`config.mk`:
```
export PLATFORM = sky130hd
export DESIGN_NAME = rres_head
export DESIGN_NICKNAME = d
export VERILOG_FILES = /design/src/sv/rres_pkg.sv /design/src/sv/rres_head.sv
export SDC_FILE = /design/constraint.sdc
export NUM_CORES = 1
export LEC_CHECK = 0
export ABC_AREA = 1
export BUFFER_PORTS_ARGS = -buffer_cell sky130_fd_sc_hd__buf_2
export CORE_AREA = 4 4 162 164
export DETAILED_ROUTE_END_ITERATION = 6
export DIE_AREA = 0 0 166 168
export PLACE_DENSITY = 0.73
export SYNTH_ARGS = -nofsm -noshare
export SYNTH_HDL_FRONTEND = slang
export SYNTH_SLANG_ARGS = --single-unit
export TNS_END_PERCENT = 100
```
`constraint.sdc`:
```
create_clock -name vclk -period 10.12
set_input_delay 2.024 -clock vclk [all_inputs]
set_output_delay 2.024 -clock vclk [all_outputs]
set_load 0.01 [all_outputs]
```
`src/sv/rres_pkg.sv`:
```
// ----------------------------------------------------------------------------
// rres_pkg
// Shared types and constants for the round-robin event scheduler.
// ----------------------------------------------------------------------------
package rres_pkg;

  localparam int unsigned TABLE_DEPTH = 32;
  localparam int unsigned IDX_W = 5;
  localparam int unsigned CNT_W = 6;
  localparam int unsigned SEC_W = 22;

  localparam logic [2:0] OP_LOAD     = 3'd0;
  localparam logic [2:0] OP_POLL     = 3'd1;
  localparam logic [2:0] OP_REPORT   = 3'd2;
  localparam logic [2:0] OP_ZAP      = 3'd3;
  localparam logic [2:0] OP_RESET    = 3'd4;
  localparam logic [2:0] OP_DONE     = 3'd5;
  localparam logic [2:0] OP_ALL_DONE = 3'd6;
  localparam logic [2:0] OP_SET_NEXT = 3'd7;

  localparam logic [1:0] ST_OK      = 2'd0;
  localparam logic [1:0] ST_NONE    = 2'd1;
  localparam logic [1:0] ST_RANGE   = 2'd2;

  typedef struct packed {
    logic [2:0]  operation;
    logic [4:0]  entry_index;
    logic [2:0]  entry_kind;
    logic [23:0] hour_mask;
    logic [6:0]  day_mask;
    logic [15:0] redo_minutes;
    logic [15:0] retry_minutes;
    logic [31:0] now_seconds;
    logic [4:0]  hour_of_day;
    logic [2:0]  weekday;
    logic        mark_success;
    logic        mark_try;
  } in_item_t;

  typedef struct packed {
    logic [1:0] status;
    logic [4:0] chosen_index;
    logic [2:0] chosen_kind;
    logic [4:0] next_pointer;
  } out_item_t;

  typedef struct packed {
    logic             valid;
    logic [2:0]       kind;
    logic [23:0]      hours;
    logic [6:0]       days;
    logic [SEC_W-1:0] redo_sec;
    logic [SEC_W-1:0] retry_sec;
    logic [31:0]      t_success;
    logic [31:0]      t_try;
  } entry_t;

  typedef struct packed {
    logic [2:0] op;
    logic       sel;
  } head_ctl_t;

endpackage

```
`src/sv/rres_head.sv`:
```
// ----------------------------------------------------------------------------
// rres_head
// Head of the ring: checks eligibility and applies the transaction's update.
// ----------------------------------------------------------------------------
module rres_head (
  input  rres_pkg::entry_t   cur,
  input  rres_pkg::in_item_t item,
  input  rres_pkg::head_ctl_t ctl,
  output rres_pkg::entry_t   upd,
  output logic               elig
);

  logic [31:0] now;
  logic [31:0] dif_s;
  logic [31:0] dif_t;
  logic        redo_ok;
  logic        retry_ok;
  logic        hour_ok;
  logic        day_ok;

  assign now   = item.now_seconds;
  assign dif_s = now - cur.t_success;
  assign dif_t = now - cur.t_try;

  assign redo_ok  = (cur.redo_sec == '0) ||
                    ((now >= cur.t_success) && (dif_s >= {10'd0, cur.redo_sec}));
  assign retry_ok = (cur.retry_sec == '0) ||
                    ((now >= cur.t_try) && (dif_t >= {10'd0, cur.retry_sec}));
  assign hour_ok  = (item.hour_of_day <= 5'd23) && cur.hours[item.hour_of_day];
  assign day_ok   = (item.weekday <= 3'd6) && cur.days[item.weekday];
  assign elig     = cur.valid && hour_ok && day_ok && redo_ok && retry_ok;

  always_comb begin
    upd = cur;
    if (ctl.op == rres_pkg::OP_ALL_DONE) begin
      upd.t_success = now;
      upd.t_try     = now;
    end else if (ctl.sel) begin
      case (ctl.op)
        rres_pkg::OP_LOAD: begin
          upd.valid     = 1'b1;
          upd.kind      = item.entry_kind;
          upd.hours     = item.hour_mask;
          upd.days      = item.day_mask;
          upd.redo_sec  = {item.redo_minutes, 6'd0} - {4'd0, item.redo_minutes, 2'd0};
          upd.retry_sec = {item.retry_minutes, 6'd0} - {4'd0, item.retry_minutes, 2'd0};
          upd.t_success = '0;
          upd.t_try     = '0;
        end
        rres_pkg::OP_REPORT: begin
          if (item.mark_success) upd.t_success = now;
          if (item.mark_try) upd.t_try = now;
        end
        rres_pkg::OP_ZAP: begin
          upd.valid = 1'b0;
        end
        rres_pkg::OP_RESET: begin
          upd.t_success = '0;
          upd.t_try     = '0;
        end
        rres_pkg::OP_DONE: begin
          upd.t_success = now;
          upd.t_try     = now;
        end
        default: begin
          upd = cur;
        end
      endcase
    end
  end

endmodule

```
==> results of run 1 <==
-- final cells by class --
cell class,instances,area [um2]
Antenna cell,4,10.0
Multi-Input combinational cell,1772,9300
Inverter,388,1460
Timing Repair Buffer,405,2040
Tap cell,330,413
Fill cell,2772,11700
-- placed cells by master, fill, tap and decap left out, types with 16 or more instances in the layout --
cell type                 netlist  final
sky130_fd_sc_hd__nand4_1       16     16
sky130_fd_sc_hd__nand3_1       56     56
sky130_fd_sc_hd__o21ai_0      264    264
sky130_fd_sc_hd__buf_2          6    399
sky130_fd_sc_hd__nand2_1      804    804
sky130_fd_sc_hd__xor2_1        41     41
sky130_fd_sc_hd__nor2_1       123    120
sky130_fd_sc_hd__inv_1        386    386
sky130_fd_sc_hd__ha_1         134    134
sky130_fd_sc_hd__xnor2_1       23     23
sky130_fd_sc_hd__a21oi_1      165    165
sky130_fd_sc_hd__nor3_1        19     19
sky130_fd_sc_hd__nand2_2       18     18
-- routing by layer --
| metal | vias up | track usage | part of all wire |
|---|---|---|---|
| li1 | 7786 | - | - |
| met5 | - | 0 | 0 |
| met2 | 567 | 0.613 | 0.50 |
| met1 | 6676 | 0.376 | 0.40 |
| met3 | 96 | 0.0181 | 0.055 |
| met4 | 0 | 0.117 | 0.045 |
-- stage by stage --
| stage | setup WS, ps | std cells |
|---|---|---|
| CTS | 2880 | 2895 |
| detailed placement | 2890 | 2895 |
| global placement | 2930 | 2895 |
| finish | 2870 | 2899 |
| floorplan | 3630 | 2229 |
| global route | 2510 | 2896 |
-- worst paths after layout --
| kind | to | from | cells after the start |
|---|---|---|---|
| setup / recovery | elig | item[10] | 28 |
| hold / removal | upd[111] | item[77] | 4 |
-- power breakdown --
group          switching [W]  leakage (nW)      internal, W
sequential                 0             0                0
combinational       0.000494          8.19         0.000290
clock                      0     0.0000254  0.0000000000529
total               0.000494          8.19         0.000290
-- kinds of logic (layout without fill, tap and decap cells) --
family / after synthesis / count (layout)
buffers and inverters: 457 / 793
other: 0 / 4
and+or+nand+nor: 1079 / 1079
AOI/OAI and AO/OA: 493 / 493
adders and majority gates: 136 / 136
xor gates and xnor gates: 64 / 64
==> summary by stage, run 1 <==
Floorplanning
In this run the vertical extent of the chip is 168 um. The overall die area is 27900 um2. The horizontal die dimension is 166 um.

The number of top-level design ports is 407. In this run the core area contains 58 standard-cell rows. The total area inside the core boundary comes to 24900 um2. The initial core utilization is 0.442.

STA
Setup violations remaining at the end of the flow were counted as 0. For the pin with the worst max-slew slack, the measured transition is 1180 ps. The number of max-slew violations in the final report is 0. Of the available clock period, the critical path in the final layout requires 0.716. Static timing analysis puts the maximum clock frequency at 138 MHz. After routing, the total negative slack on setup checks comes to 0 ps.

The worst-case hold slack is 4330 ps. Headroom to the max-slew limit came out at 0.217. Setup repair after global routing left no endpoint under its margin. The worst path in the final design needs a cycle of 7250 ps, including I/O delays and setup. The final hold violation count is 0.

Placed design
After detailed placement, the total cell area comes to 13200 um2. The detailed placer's ending HPWL is 40.7 mm. The final estimated routing congestion in global placement is 1.02. The count of input and output buffers is 399.

Drt
After detailed routing, the average wire length per cell comes to 16.4 um. The detailed-route vias per instance is 5.22. The routed layout has 15125 vias.

The wire length after detailed routing is 47.5 mm. The number of DRC violations after detailed routing is 0. The number of iterations in the first detailed-routing pass is 5. The first-iteration detailed-routing DRC count is 942. The remaining antenna violation count after routing is 0.

Run status
The flow ran to the end, and the final reports show no timing, DRC or antenna violations.

Global route
Across every metal layer, demand over resource in global routing totals 0.320. The overflow left after global routing is 0. The number of global-route vias before repair is 13952. Entering global routing, the biggest net connects 129 pins. The first-pass GRT wire length is 74.1 mm.

The initial antenna violation count is 1.

Clocking
The number of cells upsized or downsized after cts is 0. The number of buffers inserted to repair setup after CTS is 0. Buffers inserted to repair hold after CTS numbered 0.

Synthesis
The mux cell area share after synthesis is 0. The share of the synthesized area in the top cell type is 0.274. After synthesis, the cell types taking the most area are sky130_fd_sc_hd__nand2_1 27%, sky130_fd_sc_hd__ha_1 15%, sky130_fd_sc_hd__inv_1 13%. Of all cell types, the one taking the most synthesized area is sky130_fd_sc_hd__nand2_1.

Yosys printed 0 warnings. The post-synthesis sequential area ratio is 0. The adder-cell share of the synthesized area is 0.156. The mapped cell area is 11000 um2. The xor/xnor share of the synthesized area is 0.0510. The net count of the mapped netlist is 2628. By count the netlist is led by 804 x sky130_fd_sc_hd__nand2_1, 386 x sky130_fd_sc_hd__inv_1, 264 x sky130_fd_sc_hd__o21ai_0, 165 x sky130_fd_sc_hd__a21oi_1, 134 x sky130_fd_sc_hd__ha_1.

After synthesis, the mean cell area works out to 4.93 um2. The cell with the most instances after synthesis is sky130_fd_sc_hd__nand2_1. The post-synthesis simple-gate area fraction is 0.399. The synthesized netlist contains 45 unique library cells.

The combinational family with the most area after synthesis is simple AND/OR/NAND/NOR gates. Synthesis handed over a netlist of 2229 instances. The synthesized-area fraction occupied by ao, oa, aoi and oai cells came to 0.237.

Setup path
The worst setup path is launched from an input pin. The worst setup path is of the in -> out kind. STA puts the critical path data arrival time at 5230 ps. The worst stage delay on the critical path is 400 ps. Counting stages on the worst path, the most repeated cell is sky130_fd_sc_hd__nand2_1. The category of cells accounting for the largest share of critical-path delay is simple AND/OR/NAND/NOR gates.

The worst setup path is captured at an output port. The slowest cell on the critical path is sky130_fd_sc_hd__fa_1. Along the worst path, the maximum fanout reaches 4.

The critical path contains buffers and inverters numbering 5 combined. The critical path required time is 8100 ps.

Finish
The finished cells cover 13200 um2. The sequential cells in the finished layout cover a total of 0 um2. After layout, the clock buffer instance count stands at 0. The final core area utilization is 0.531. Sequential cells placed in the final layout were counted as 0. The relative area change from synthesis to final layout is 20.2%. Of the cells placed in the final design, the portion with a size suffix greater than 1 is 0.177. The net count of the finished layout is 2966.

Hold path
The path class of the tightest hold or removal check is in -> out.

Power
The cell leakage power is 8.19 nW. The worst supply voltage drop on vdd is 0.0326 mV. The design draws 0.000784 W. The power per cell area is 59.3 nW/um2.

Flow run
The number of max-cap violations is 0.
(Power assumes the default switching activity.)
==> run 2, diff against run 1 <==
--- a/config.mk
+++ b/config.mk
@@ -10,7 +10,7 @@
 export CORE_AREA = 4 4 162 164
 export DETAILED_ROUTE_END_ITERATION = 6
 export DIE_AREA = 0 0 166 168
-export PLACE_DENSITY = 0.73
+export PLACE_DENSITY = 0.76
 export SYNTH_ARGS = -nofsm -noshare
 export SYNTH_HDL_FRONTEND = slang
 export SYNTH_SLANG_ARGS = --single-unit
==> constraint.sdc (replaced) <==
create_clock -name vclk -period 6.4
set_input_delay 1.28 -clock vclk [all_inputs]
set_output_delay 1.28 -clock vclk [all_outputs]
set_load 0.01 [all_outputs]
==> run 2 against run 1 <==
Against the previous run:
- cell area up 0.13%
- clock-buffer cell count unchanged
- routed wire length down 0.96%
- critical path type unchanged
- largest cell class unchanged
- worst setup slack worse by 2300 ps
- global-route usage down 0.99 points
- flip-flop and latch count unchanged
==> summary by stage, run 2 (synthesis results as in run 1) <==
Run status
Run status: completed (unchanged).

Finish
The net count of the finished layout is 2966 (unchanged). The area taken by flip-flops and latches came to 0 um2 (unchanged). The layout cell share with drive strength beyond 1 is 0.177 (unchanged). The relative area change from synthesis to final layout is 20.4% (was 20.2%). The most common cell after layout, fill and taps aside is sky130_fd_sc_hd__nand2_1 (unchanged).

The number of fill cells in the layout came to 2772 (unchanged). The sequential cell count came to 0 (unchanged). Highest-count cells in the layout ignoring fill and taps: 804 x sky130_fd_sc_hd__nand2_1, 399 x sky130_fd_sc_hd__buf_2, 386 x sky130_fd_sc_hd__inv_1, 264 x sky130_fd_sc_hd__o21ai_0, 165 x sky130_fd_sc_hd__a21oi_1 (unchanged). The total of clock buffers placed in the layout is 0 (unchanged).

The footprint of the multi-input gates was 9300 um2 (about the same).

Clocking
The number of buffers inserted to repair setup after CTS is 0 (unchanged). The number of cells upsized or downsized after cts is 0 (unchanged). The number of hold buffers added after CTS is 0 (unchanged).

Global route
The met3 routing resource usage after global routing came to 0.0207 (was 0.0181). The overflow left after global routing is 0 (unchanged). The global routing usage on met1 is 0.369 (was 0.376). The fraction of met2 tracks used by global routing is 0.566 (was 0.613). The global routing's busiest layer is met2 (unchanged).

The largest net degree at the start of global routing is 129 (unchanged). The initial antenna violation count came to 2 (was 1). The aggregate global-route resource usage is 0.310 (was 0.320). The first-pass GRT wire length was 71.7 mm (was 74.1 mm). The number of global-route vias before repair is 13730 (was 13952).

Power
The power per cell area was 93.9 nW/um2 (was 59.3 nW/um2). The cell leakage power is 8.19 nW (about the same). The worst supply voltage drop on vdd was 0.0542 mV (was 0.0326 mV).

STA
The final-report setup violation count is 0 (unchanged). The total negative slack for setup checks is 0 ps (unchanged). The final critical-path share of the clock period is 0.905. The tightest slew margin relative to the limit is 0.281 (was 0.217). The final hold violation count is 0 (unchanged). The achievable frequency is 173 MHz. The clock period minus worst slack is 5790 ps.

The final worst slack came to 606 ps (was 2870 ps). Setup repair after global routing missed its margin: no (unchanged). The number of max-slew violations in the final report is 0 (unchanged).

The slew at the pin closest to its max-slew limit came to 1080 ps (was 1180 ps). The worst-case hold slack is 2850 ps (was 4330 ps).

Floorplanning
The height of the die is 168 um (unchanged). The overall die area was 27900 um2 (unchanged). The number of top-level design ports is 407 (unchanged). The horizontal die dimension was 166 um (unchanged).

The core area was 24900 um2 (unchanged). The initial core utilization is 0.442 (unchanged). The number of placement rows is 58 (unchanged).

Placed design
The detailed placer's ending HPWL was 40.3 mm (was 40.7 mm). The pre-CTS worst setup slack is 637 ps (was 2890 ps). The count of input and output buffers came to 399 (unchanged). The final estimated routing congestion in global placement came to 1.00 (was 1.02).

Drt
The wire length after detailed routing is 47.0 mm (was 47.5 mm). The first-iteration detailed-routing DRC count is 1226 (was 942). The number of DRC violations after detailed routing is 0 (unchanged). The number of vias in the routed layout came to 15292 (was 15125).

The wire length per cell was 16.2 um (was 16.4 um). The detailed-route vias per instance came to 5.27 (was 5.22). The remaining antenna violation count after routing was 0 (unchanged). The number of iterations in the first detailed-routing pass is 5 (unchanged).

Setup path
The highest net fanout along the worst path is 4 (unchanged). The classification of the worst setup path was in -> out (unchanged). The kind of end point of the critical path is an output port (unchanged). The critical path required time is 5120 ps (was 8100 ps).

The data arrival at the endpoint of the critical path is 4510 ps (was 5230 ps). The kind of start point of the critical path is an input pin (unchanged).

Hold path
The type of the worst min-delay path is in -> out (unchanged). The hold path depth is 4 (unchanged).

Flow run
The number of max-cap violations is 0 (unchanged).
-- run 2: changes by cell type in the layout (fill, tap and decap cells not counted) --
cell                     delta
sky130_fd_sc_hd__buf_12     +1
sky130_fd_sc_hd__buf_4      -1
sky130_fd_sc_hd__nor2_2     -1
sky130_fd_sc_hd__nor2_4     +1
-- run 2: final cells by class --
cell class                      instances  area share
Antenna cell                            4    0.000756
Inverter                              388       0.110
Multi-Input combinational cell       1772       0.703
Tap cell                              330      0.0312
Timing Repair Buffer                  405       0.155
-- run 2: worst max-delay path, stage by stage --
cell                       delay [ps]
sky130_fd_sc_hd__buf_2            130
sky130_fd_sc_hd__inv_1            150
sky130_fd_sc_hd__ha_1             170
sky130_fd_sc_hd__inv_1             80
sky130_fd_sc_hd__fa_1             400
sky130_fd_sc_hd__nand2_1          110
sky130_fd_sc_hd__nand2_1           60
sky130_fd_sc_hd__nand3b_1         110
sky130_fd_sc_hd__nand2_2          100
sky130_fd_sc_hd__nand2_1           80
sky130_fd_sc_hd__nand2_2           80
sky130_fd_sc_hd__xor2_1           150
sky130_fd_sc_hd__ha_1             270
sky130_fd_sc_hd__inv_1             50
sky130_fd_sc_hd__nor3_1           220
sky130_fd_sc_hd__nand2_1           90
sky130_fd_sc_hd__nand2_1           70
sky130_fd_sc_hd__nand2_1           50
sky130_fd_sc_hd__nand2_1           70
sky130_fd_sc_hd__nand2_1           50
sky130_fd_sc_hd__nand2_1           60
sky130_fd_sc_hd__nand2_1           50
sky130_fd_sc_hd__nand3_1           70
sky130_fd_sc_hd__nand2_1           50
sky130_fd_sc_hd__nand2_1          100
sky130_fd_sc_hd__nand2_1          110
sky130_fd_sc_hd__nor2_1           160
sky130_fd_sc_hd__buf_2            150
-- run 2: worst paths after layout --
kind                        to  slack [ps]     start
worst max-delay path      elig         610  item[10]
worst min-delay path  upd[108]        2850  item[74]
-- run 2: per-layer routing --
layer | up-vias | part of all wire | wire length (um)
li1 | 7780 | - | -
met1 | 6757 | 0.40 | 18900
met2 | 638 | 0.48 | 22500
met3 | 117 | 0.061 | 2880
met4 | 0 | 0.058 | 2740
met5 | - | 0 | 0
-- run 2: stage by stage --
stage	cells	power, W	instance area, um2	util
4_1_cts	2895	0.00123	13200	0.531
3_5_place_dp	2895	0.00123	13200	0.531
6_report	2899	0.00124	13200	0.532
2_1_floorplan	2229	0.000805	11000	-
5_1_grt	2897	0.00139	13200	0.532
3_3_place_gp	2895	0.00120	13200	0.531
-- run 2: power by group --
part                  total, W  switching (W)     internal [W]
Combinational          0.00124       0.000784         0.000459
Sequential                   0              0                0
Clock          0.0000000000837              0  0.0000000000836
