$ cat src/sv/rres_pkg.sv
// ----------------------------------------------------------------------------
// rres_pkg
// Shared types and constants for the round-robin event scheduler.
// ----------------------------------------------------------------------------
package rres_pkg;

  localparam int unsigned TABLE_DEPTH = 32;
  localparam int unsigned IDX_W = 5;
  localparam int unsigned CNT_W = 6;
  localparam int unsigned SEC_W = 22;

  localparam logic [2:0] OP_LOAD     = 3'd0;
  localparam logic [2:0] OP_POLL     = 3'd1;
  localparam logic [2:0] OP_REPORT   = 3'd2;
  localparam logic [2:0] OP_ZAP      = 3'd3;
  localparam logic [2:0] OP_RESET    = 3'd4;
  localparam logic [2:0] OP_DONE     = 3'd5;
  localparam logic [2:0] OP_ALL_DONE = 3'd6;
  localparam logic [2:0] OP_SET_NEXT = 3'd7;

  localparam logic [1:0] ST_OK      = 2'd0;
  localparam logic [1:0] ST_NONE    = 2'd1;
  localparam logic [1:0] ST_RANGE   = 2'd2;

  typedef struct packed {
    logic [2:0]  operation;
    logic [4:0]  entry_index;
    logic [2:0]  entry_kind;
    logic [23:0] hour_mask;
    logic [6:0]  day_mask;
    logic [15:0] redo_minutes;
    logic [15:0] retry_minutes;
    logic [31:0] now_seconds;
    logic [4:0]  hour_of_day;
    logic [2:0]  weekday;
    logic        mark_success;
    logic        mark_try;
  } in_item_t;

  typedef struct packed {
    logic [1:0] status;
    logic [4:0] chosen_index;
    logic [2:0] chosen_kind;
    logic [4:0] next_pointer;
  } out_item_t;

  typedef struct packed {
    logic             valid;
    logic [2:0]       kind;
    logic [23:0]      hours;
    logic [6:0]       days;
    logic [SEC_W-1:0] redo_sec;
    logic [SEC_W-1:0] retry_sec;
    logic [31:0]      t_success;
    logic [31:0]      t_try;
  } entry_t;

  typedef struct packed {
    logic [2:0] op;
    logic       sel;
  } head_ctl_t;

endpackage

$ cat src/sv/rres_cell.sv
// ----------------------------------------------------------------------------
// rres_cell
// One table slot in the rotating ring; takes its neighbor's entry on shift.
// ----------------------------------------------------------------------------
module rres_cell (
  input  logic            clk,
  input  logic            rst_n,
  input  logic            shift,
  input  rres_pkg::entry_t d,
  output rres_pkg::entry_t q
);

  rres_pkg::entry_t q_r;

  always_ff @(posedge clk) begin
    if (!rst_n) begin
      q_r.valid     <= 1'b0;
      q_r.t_success <= '0;
      q_r.t_try     <= '0;
    end else if (shift) begin
      q_r <= d;
    end
  end

  assign q = q_r;

endmodule

$ cat config.mk
export PLATFORM = sky130hd
export DESIGN_NAME = rres_cell
export DESIGN_NICKNAME = d
export VERILOG_FILES = /design/src/sv/rres_pkg.sv /design/src/sv/rres_cell.sv
export SDC_FILE = /design/constraint.sdc
export NUM_CORES = 1
export LEC_CHECK = 0
export BUFFER_PORTS_ARGS = -buffer_cell sky130_fd_sc_hd__buf_2
export CAP_MARGIN = 30
export CORE_MARGIN = 2
export CORE_UTILIZATION = 37
export CTS_CLUSTER_SIZE = 28
export DETAILED_ROUTE_END_ITERATION = 6
export PLACE_DENSITY = 0.7
export SYNTH_ARGS = -nofsm -noshare
export SYNTH_HDL_FRONTEND = slang
export SYNTH_SLANG_ARGS = --single-unit
$ cat constraint.sdc
create_clock -name clk -period 4.1 [get_ports clk]
set_input_delay 0.82 -clock clk [delete_from_list [all_inputs] [get_ports clk]]
set_output_delay 0.82 -clock clk [all_outputs]
set_load 0.01 [all_outputs]
==> metrics.md, run 1 <==
| Metric | Value |
|---|---|
| Area of the multi-input gates | around 1100 um^2 |
| Vias/cell | 4.40 |
| Total grt overflow | 0 |
| Post-synth EDFFs | just under 80 |
| # H-tree levels | 4 |
| Root buf cell | clkbuf_16 |
| Fin nets | 730 |
| Cell Rows | 41 |
| Sequential area share after synthesis | between 70% and 80% |
| Post-CTS Resized | 0 |
| Largest net degree at the start of global routing | 79 |
| Worst EP required | between 4 and 5 ns |
| Pre-antenna DRT Iters | 4 |
| Iter 0 DRT Violations | between 150 and 200 |
| Power density cells | roughly 500 nW/um^2 |
| R2R cell count | 2 |
| Final min period | 1.91 ns |
| Startpoint Class | input pin |
| Layout cells sized above 1 | 53.8% |
| DP Area | roughly 6400 um^2 |
| Ys async rst share | 0% |
| Worst vdd ir | ~0.23 mV |
| Sink Count | roughly 140 |
| Drt total wl | between 10 and 15 mm |
| Tightest Pin Transition | ~0.66 ns |
| Dpl cells | 736 |
| Status | completed |
| Post-Layout Cell Count | between 700 and 800 |
| Final Instance Area | roughly 7000 um^2 |
| Postcts setup bufs | 0 |
| Dominant register cell in the synthesized netlist | edfxtp_1 |
| Hold WS | between 0.5 and 0.6 ns |
| Clk Latency, worst-skew pair | slightly above 0.4 ns |
| RSZ-0062 raised after global routing | no |
| PortBufs | ~290 |
| Seq cells post-synth | approximately 140 |
| Die width | roughly 120 um |
| Post-synthesis average cell area | about 17 um^2 |
| Starting density of the core | a little under two fifths |
| Max-slew violations | 0 |
| Via count | around 3400 |
| Worst-path clk slew | ~0.060 ns |
| Routability cong. | roughly 0.80 |
| Max cap viols | 0 |
| HPWL Detailed | roughly 9.0 mm |
| Setup TNS | 0 ns |
| Initial antenna violation count | 0 |
| Critical Path Fanout Max | 40 |
| Syn nets | ~440 |
| Top post-synthesis cells by area | edfxtp_1 48%, dfxtp_1 27%, mux2i_1 13%, nor2b_1 8.4%, buf_12 2.1% |
| Leakage power | 3.26 nW |
| CP Class | input pin to register |
| Residual DRC | 0 |
| First-pass GRT wire length | around 18 mm |
| Worst min-delay path category | register to register |
| Worst Setup End Kind | register |
| WL per Instance | about 16 um |
| Yosys top cell area share | 48.2% |
| Cell Area, Synth | 4860 um^2 |
| Clk buf depth | 2 |
| Syn Inst Count | around 290 |
| Number of buffers created by CTS | 17 |
| Detail Route Antenna Nets | 0 |
| CP arrival | between 2 and 2.5 ns |
| Final Hold Fails | 0 |
| Yosys cell types | 9 |
| Count leader, synth | edfxtp_1 |
| # fillers | roughly 1100 |
| Synth-to-Final Area Change | 44.2% |
| Max reg flops | 143 |
| Worst hold stages | 2 |
| Antenna cells | 0 |
| Vias in the first global route | 3426 |
| Total track usage | about 17% |
| Highest Clock Rate | between 0.5 and 0.6 GHz |
| Dominant cell type by area after synthesis | edfxtp_1 |
| Max_slew headroom | roughly 56% |
| Hold-fix buffers at CTS | 0 |
| Core area | around 13000 um^2 |
| Clock skew | 0 ns |
| Final setup vio count | 0 |
| TritonCTS clock tree | yes |
| Die Y | roughly 120 um |
| # IOs | approximately 290 |
| Register area | 3640 um^2 |
| Synth top cells by count | 78 x edfxtp_1, 65 x dfxtp_1, 65 x mux2i_1, 65 x nor2b_1, 6 x clkbuf_1 |
| Fin crit share | between 40% and 50% |
| Synth Warn # | 0 |
| Die ar. | approximately 14000 um^2 |
worst max-delay path: stages:
cell     delay (ns)
buf_4          0.36
buf_4          0.62
mux2i_1        0.29
nor2b_1        0.07
kinds of logic (layout without fill, tap and decap cells):
family	count (synthesis)	count (layout)	synth area share, %
DFF	143	143	75.0
muxes	65	65	13.4
buffers and inverters	15	323	3.09
and+or+nand+nor	66	66	8.50
cells in the final DEF (no fill, tap or decap):
cell        instances
clkinv_1            3
and2_4              1
clkinvlp_4          6
mux2i_1            65
clkinv_4            1
buf_2             287
clkinvlp_2          1
clkbuf_16          17
buf_16              1
buf_4               3
dfxtp_1            65
nor2b_1            65
edfxtp_1           78
inv_6               1
bufinv_16           3
metrics by stage:
| step | util [%] | total power [W] | setup slack (ns) |
|---|---|---|---|
| finish | 55.1 | 0.00347 | 2.19 |
| global route | 55.1 | 0.00361 | 2.12 |
| CTS | 54.8 | 0.00351 | 1.91 |
| detailed placement | 50.2 | 0.00199 | 1.47 |
| global placement | 50.2 | 0.00198 | 1.52 |
| floorplan | - | 0.00182 | 0.609 |
per-layer routing:
layer	global-route usage [%]	part of all wire, %
met1	18.3	38
met2	28.4	51
met3	7.09	8.5
met4	8.56	2.6
met5	0	0
power breakdown:
group / internal, W / switching, W
registers: 0.00161 / 0.0000307
clock network: 0.000949 / 0.000565
logic: 0.000157 / 0.000162
total: 0.00271 / 0.000758
final cells by class:
cell class / instances / area share (%)
clock buffers: 17 / 6.07
clock inverters: 15 / 2.41
multi-input cells: 131 / 15.2
flip-flops and latches: 143 / 52.0
well taps: 172 / 3.07
repair buffers: 291 / 21.2
final timing paths:
| path | slack (ns) | startpoint | to |
|---|---|---|---|
| worst max-delay path | 2.19 | shift | q[6]$_SDFFE_PN0P_ |
| worst min-delay path | 0.51 | q[61]$_SDFFE_PN0P_ | q[61]$_SDFFE_PN0P_ |
| worst max register to register | 3.45 | q[16]$_SDFFE_PN0P_ | q[16]$_SDFFE_PN0P_ |
| worst min register to register | 0.51 | q[61]$_SDFFE_PN0P_ | q[61]$_SDFFE_PN0P_ |
(Power assumes the default switching activity.)
==> run 2, diff against run 1 <==
Settings changed: ABC_AREA set to 1, PLACE_DENSITY 0.7 to 0.72.
Clock period 4.1 ns to 1.7 ns, I/O delays scaled along.
==> metrics.md, run 2 <==
| Metric | Value |
|---|---|
| Status | completed |
| Clk buf depth | 2 |
| CP Launch Point | q[134]$_DFFE_PP_ |
| Dominant register cell in the synthesized netlist | edfxtp_1 |
| Yosys top cell area share | 46.6% |
| Post-CTS Resized | 0 |
| Crit path max-delay cell type | edfxtp_1 |
| Setup TNS | 0 ns |
| Max_slew headroom | a little under three fifths |
| Clock skew | 0 ns |
| Dominant cell type by area after synthesis | edfxtp_1 |
| Yosys cell types | 9 |
| WP buf/inv | 1 |
| Hold-fix buffers at CTS | 0 |
| Max-slew violations | 0 |
| Final Hold Fails | 0 |
| Post-synth EDFFs | 78 |
| Residual DRC | 0 |
| Fin nets | 926 |
| PortBufs | between 200 and 300 |
| Synth Warn # | 0 |
| Sink Count | between 100 and 150 |
| Die width | 121 um |
| HPWL Detailed | approximately 9.2 mm |
| Hold Crit Start | d[115] |
| Worst vdd ir | slightly below 0.5 mV |
| Root buf cell | clkbuf_16 |
| CP peak stage delay | a little over 0.4 ns |
| Core area | 13200 um^2 |
| Syn nets | 638 |
| Vias/cell | about 4.2 |
| # H-tree levels | 4 |
| Worst EP required | 1.36 ns |
| Leakage power | ~3.7 nW |
| Syn Inst Count | 492 |
| Max cap viols | 0 |
| Total grt overflow | 0 |
| Cell Rows | 42 |
| Startpoint Class | register |
| Most frequent cells in the layout | 287 x buf_2, 130 x nor2_1, 130 x nand2_1, 78 x edfxtp_1 |
| Count leader, synth | nand2_1 |
| TritonCTS clock tree | yes |
| RSZ-0062 raised after global routing | no |
| Final setup vio count | 0 |
| Die ar. | between 10000 and 15000 um^2 |
| Die Y | about 120 um |
| Sequential area share after synthesis | 72.5% |
| Initial antenna violation count | 1 |
| Tightest Pin Transition | around 0.67 ns |
| Clk Latency, worst-skew pair | roughly 0.40 ns |
| Final min period | 1.32 ns |
| Post-Layout Cell Count | between 900 and 1000 |
| WL per Instance | about 13 um |
| Via count | 4050 |
| Hold WS | roughly 0.11 ns |
| # IOs | roughly 290 |
| Dpl cells | roughly 940 |
| Antenna cells | 0 |
| Postcts setup bufs | 0 |
| Ys async rst share | 0% |
| Fin crit share | between 70% and 80% |
| Power density cells | 1150 nW/um^2 |
| Largest net degree at the start of global routing | ~130 |
| Routability cong. | around 0.75 |
| Max reg flops | 143 |
| Layout cells sized above 1 | about two fifths |
| Starting density of the core | approximately 38% |
| Pre-antenna DRT Iters | 4 |
| Post-synthesis average cell area | around 10 um^2 |
| Detail Route Antenna Nets | 0 |
| First-pass GRT wire length | 18.9 mm |
| CP delay by family, top | flip-flops |
| Worst-path cell chain | buf_2 |
| Number of buffers created by CTS | 17 |
| Commonest non-fill, non-tap cell in the layout | buf_2 |
| Highest Clock Rate | about 0.76 GHz |
| Cell Area, Synth | around 5000 um^2 |
| Total track usage | 17.1% |
| Synth top cells by count | 131 x nand2_1, 130 x nor2_1, 78 x edfxtp_1 |
| Drt total wl | 12.6 mm |
| Worst R2R Start | q[60]$_SDFFE_PN0P_ |
| Worst-path clk slew | ~0.060 ns |
| Iter 0 DRT Violations | approximately 170 |
| CP Class | register to output pin |
| CP arrival | 0.98 ns |
| Synth-to-Final Area Change | 42.0% |
| Seq cells post-synth | between 100 and 150 |
| Worst min-delay path category | input pin to register |
| Worst Setup End Kind | output pin |
| Vias in the first global route | 3756 |
| Top post-synthesis cells by area | edfxtp_1 47%, dfxtp_1 26%, nand2_1 9.8%, nor2_1 9.7%, inv_1 4.9% |
| Critical Path Fanout Max | 1 |
run 2: layer usage:
| metal | routed length, um | vias to the layer above | global-route usage, % |
|---|---|---|---|
| met3 | 1560 | 16 | 8.30 |
| met5 | 13 | - | 0 |
| met4 | 222 | 2 | 6.83 |
| met1 | 4820 | 1775 | 18.8 |
| met2 | 6000 | 197 | 28.3 |
| li1 | - | 2060 | - |
run 2: through the flow:
step	util [%]	setup slack (ns)	power [W]	area (um^2)
2_1_floorplan	-	-0.565	0.00446	5050
3_3_place_gp	49.8	0.389	0.00488	6590
3_5_place_dp	49.8	0.365	0.00490	6590
4_1_cts	53.9	0.343	0.00834	7140
5_1_grt	53.9	0.337	0.00860	7140
6_report	53.9	0.384	0.00823	7140
run 2: worst paths after layout:
check | end | slack (ns) | cells after the start
setup / recovery | q[134] | 0.38 | 1
hold / removal | q[115]$_DFFE_PP_ | 0.11 | 1
setup reg to reg | q[60]$_SDFFE_PN0P_ | 1.12 | 2
hold reg to reg | q[47]$_SDFFE_PN0P_ | 0.47 | 2
run 2: cell type report:
type	count	area [um^2]
Fill cell	1257	6100
Inverter	66	251
Multi-Input combinational cell	261	987
Clock inverter	13	115
Sequential cell	143	3640
Clock buffer	19	433
Tap cell	176	220
Timing Repair Buffer	291	1490
run 2: cell families after synthesis:
logic type	synth area share, %
buffers and inverters	8.06
flip-flops	72.5
AND/OR/NAND/NOR	19.5
run 2: power by group:
group          internal, W  leakage, nW  switching [W]
logic             0.000367         2.17       0.000475
clock network      0.00201        0.257        0.00140
registers          0.00389         1.27      0.0000814
total              0.00627         3.70        0.00196
==> run 3, diff against run 2 <==
Clock period 1.7 ns to 1.17 ns, I/O delays scaled along.
==> metrics.md, run 3 (synthesis gave the netlist of run 2 again) <==
| Metric | Value |
|---|---|
| Most frequent cells in the layout | 281 x buf_2, 130 x nor2_1, 130 x nand2_1, 78 x dlygate4sd3_1, 78 x edfxtp_1 |
| Fin crit share | 104% |
| Max_slew headroom | a little over two thirds |
| Clock skew | 0 ns |
| CP Launch Point | q[126]$_DFFE_PP_ |
| Critical path endpoint | q[126] |
| Final min period | ~1.2 ns |
| Drt total wl | about 15 mm |
| Cell Rows | 42 |
| Starting density of the core | about 38% |
| Iter 0 DRT Violations | 260 |
| Largest net degree at the start of global routing | 46 |
| Fin nets | slightly above 1000 |
| Synth-to-Final Area Change | 60.1% |
| Vias/cell | 4.24 |
| Max reg flops | around 140 |
| Final Instance Area | a little over 8000 um^2 |
| # fillers | 1105 |
| Worst vdd ir | roughly 0.80 mV |
| Total track usage | between 20% and 30% |
| Worst R2R Start | q[18]$_SDFFE_PN0P_ |
| Detail Route Antenna Nets | 0 |
| HPWL Detailed | ~9.4 mm |
| DP Area | 6690 um^2 |
| CP delay by family, top | flip-flops |
| Startpoint Class | register |
| Hold WS | 0.111 ns |
| Worst min-delay path category | input pin to register |
| Commonest non-fill, non-tap cell in the layout | buf_2 |
| R2R cell count | 2 |
| CP Class | register to output pin |
| Layout cells sized above 1 | about 38% |
| Via count | 4469 |
| Die ar. | about 15000 um^2 |
| # H-tree levels | 4 |
| First-pass GRT wire length | 22.6 mm |
| Root buf cell | clkbuf_16 |
| Worst-path clk slew | 0.06 ns |
| Pre-antenna DRT Iters | 4 |
| Max-slew violations | 0 |
| Postcts setup bufs | 0 |
| Die Y | about 120 um |
| Residual DRC | 0 |
| Vias in the first global route | 4471 |
| CP arrival | 0.99 ns |
| Failing checks | negative setup slack |
| WP buf/inv | 1 |
| Crit path max-delay cell type | edfxtp_1 |
| Initial antenna violation count | 1 |
| Tightest Pin Transition | roughly 0.44 ns |
| Worst-path cell chain | buf_6 |
| Post-Layout Cell Count | 1054 |
| Die width | approximately 120 um |
| Critical Path Fanout Max | 1 |
| Total grt overflow | 0 |
| Final Hold Fails | 0 |
| CP peak stage delay | around 0.43 ns |
| Highest Clock Rate | roughly 0.82 GHz |
| Power density cells | 1530 nW/um^2 |
| PnR worst setup slack | -0.0491 ns |
| Status | complete, but fails checks |
| Reg2reg end | q[18]$_SDFFE_PN0P_ |
| Dpl cells | between 900 and 1000 |
| PortBufs | approximately 290 |
| Routability cong. | ~0.75 |
| Worst EP required | ~0.94 ns |
| Max cap viols | 0 |
| WP depth | 1 |
| RSZ-0062 raised after global routing | yes |
| # IOs | 289 |
| TritonCTS clock tree | yes |
| Clk buf depth | 2 |
| Worst Setup End Kind | output pin |
| WL per Instance | ~14 um |
| Core area | ~13000 um^2 |
| Final setup vio count | 20 |
| Leakage power | between 4 and 5 nW |
| Sink Count | ~140 |
| Number of buffers created by CTS | 17 |
| Clk Latency, worst-skew pair | 0.40 ns |
| R2r setup slk | roughly 0.60 ns |
run 3: changes by cell type in the layout (fill, tap and decap cells not counted):
cell | before | now
clkinv_1 | 1 | 0
dfxtp_2 | 0 | 2
buf_6 | 0 | 4
diode_2 | 0 | 1
buf_2 | 287 | 281
clkbuf_1 | 2 | 3
buf_12 | 2 | 6
dlygate4sd3_1 | 0 | 78
dfxtp_1 | 65 | 63
buf_4 | 2 | 6
run 3: metal layers:
metal	vias to the layer above	track usage (%)	wire length, um
li1	2232	-	-
met4	0	9.08	435
met3	28	7.74	1550
met1	1992	23.2	5870
met5	-	0	0
met2	217	34.1	6920
run 3: area by class of cell:
| cell class | count | area [um^2] | area share, % |
|---|---|---|---|
| diodes | 1 | 2.50 | 0.0311 |
| clock buffers | 20 | 437 | 5.42 |
| clock inverters | 12 | 111 | 1.38 |
| inverters | 66 | 251 | 3.12 |
| multi-input cells | 261 | 987 | 12.3 |
| flip-flops and latches | 143 | 3650 | 45.3 |
| well taps | 176 | 220 | 2.73 |
| repair buffers | 375 | 2400 | 29.8 |
run 3: what timing repair did:
| item | in CTS | in global routing |
|---|---|---|
| endpoints found under the setup margin | 35 | 80 |
| gates resized for setup | 1 | 8 |
| pin swaps | 0 | 0 |
| hold buffers | 76 | 2 |
| endpoints found under the hold margin | 76 | 2 |
run 3: how the worst min path moves through the flow:
stage | from | endpoint | cells past startpoint
2_1_floorplan | d[100] | q[100]$_DFFE_PP_ | 0
3_3_place_gp | d[105] | q[105]$_DFFE_PP_ | 1
3_5_place_dp | d[128] | q[128]$_DFFE_PP_ | 1
4_1_cts | d[96] | q[96]$_DFFE_PP_ | 1
5_1_grt | d[20] | q[20]$_SDFFE_PN0P_ | 5
6_report | d[29] | q[29]$_SDFFE_PN0P_ | 5
run 3: through the flow:
| step | TNS [ns] | util [%] | power, W | setup WS (ns) |
|---|---|---|---|---|
| 2_1_floorplan | -77.16 | - | 0.00649 | -0.989 |
| 3_3_place_gp | 0 | 50.5 | 0.00713 | 0.0605 |
| 3_5_place_dp | 0 | 50.5 | 0.00716 | 0.0558 |
| 4_1_cts | -0.561 | 60.4 | 0.0124 | -0.0439 |
| 5_1_grt | -2.28 | 60.8 | 0.0128 | -0.0766 |
| 6_report | -0.255 | 60.8 | 0.0123 | -0.0491 |
run 3: worst min-delay path, delay by kind of cell:
| family | cells | cell delay [ns] |
|---|---|---|
| buf+inv | 2 | 0.10 |
| simple gates | 3 | 0.14 |
run 3: power breakdown:
part           switching [W]  leakage [nW]  internal (W)
registers           0.000131          1.27       0.00566
logic               0.000771          2.55      0.000748
clock network        0.00205         0.257       0.00293
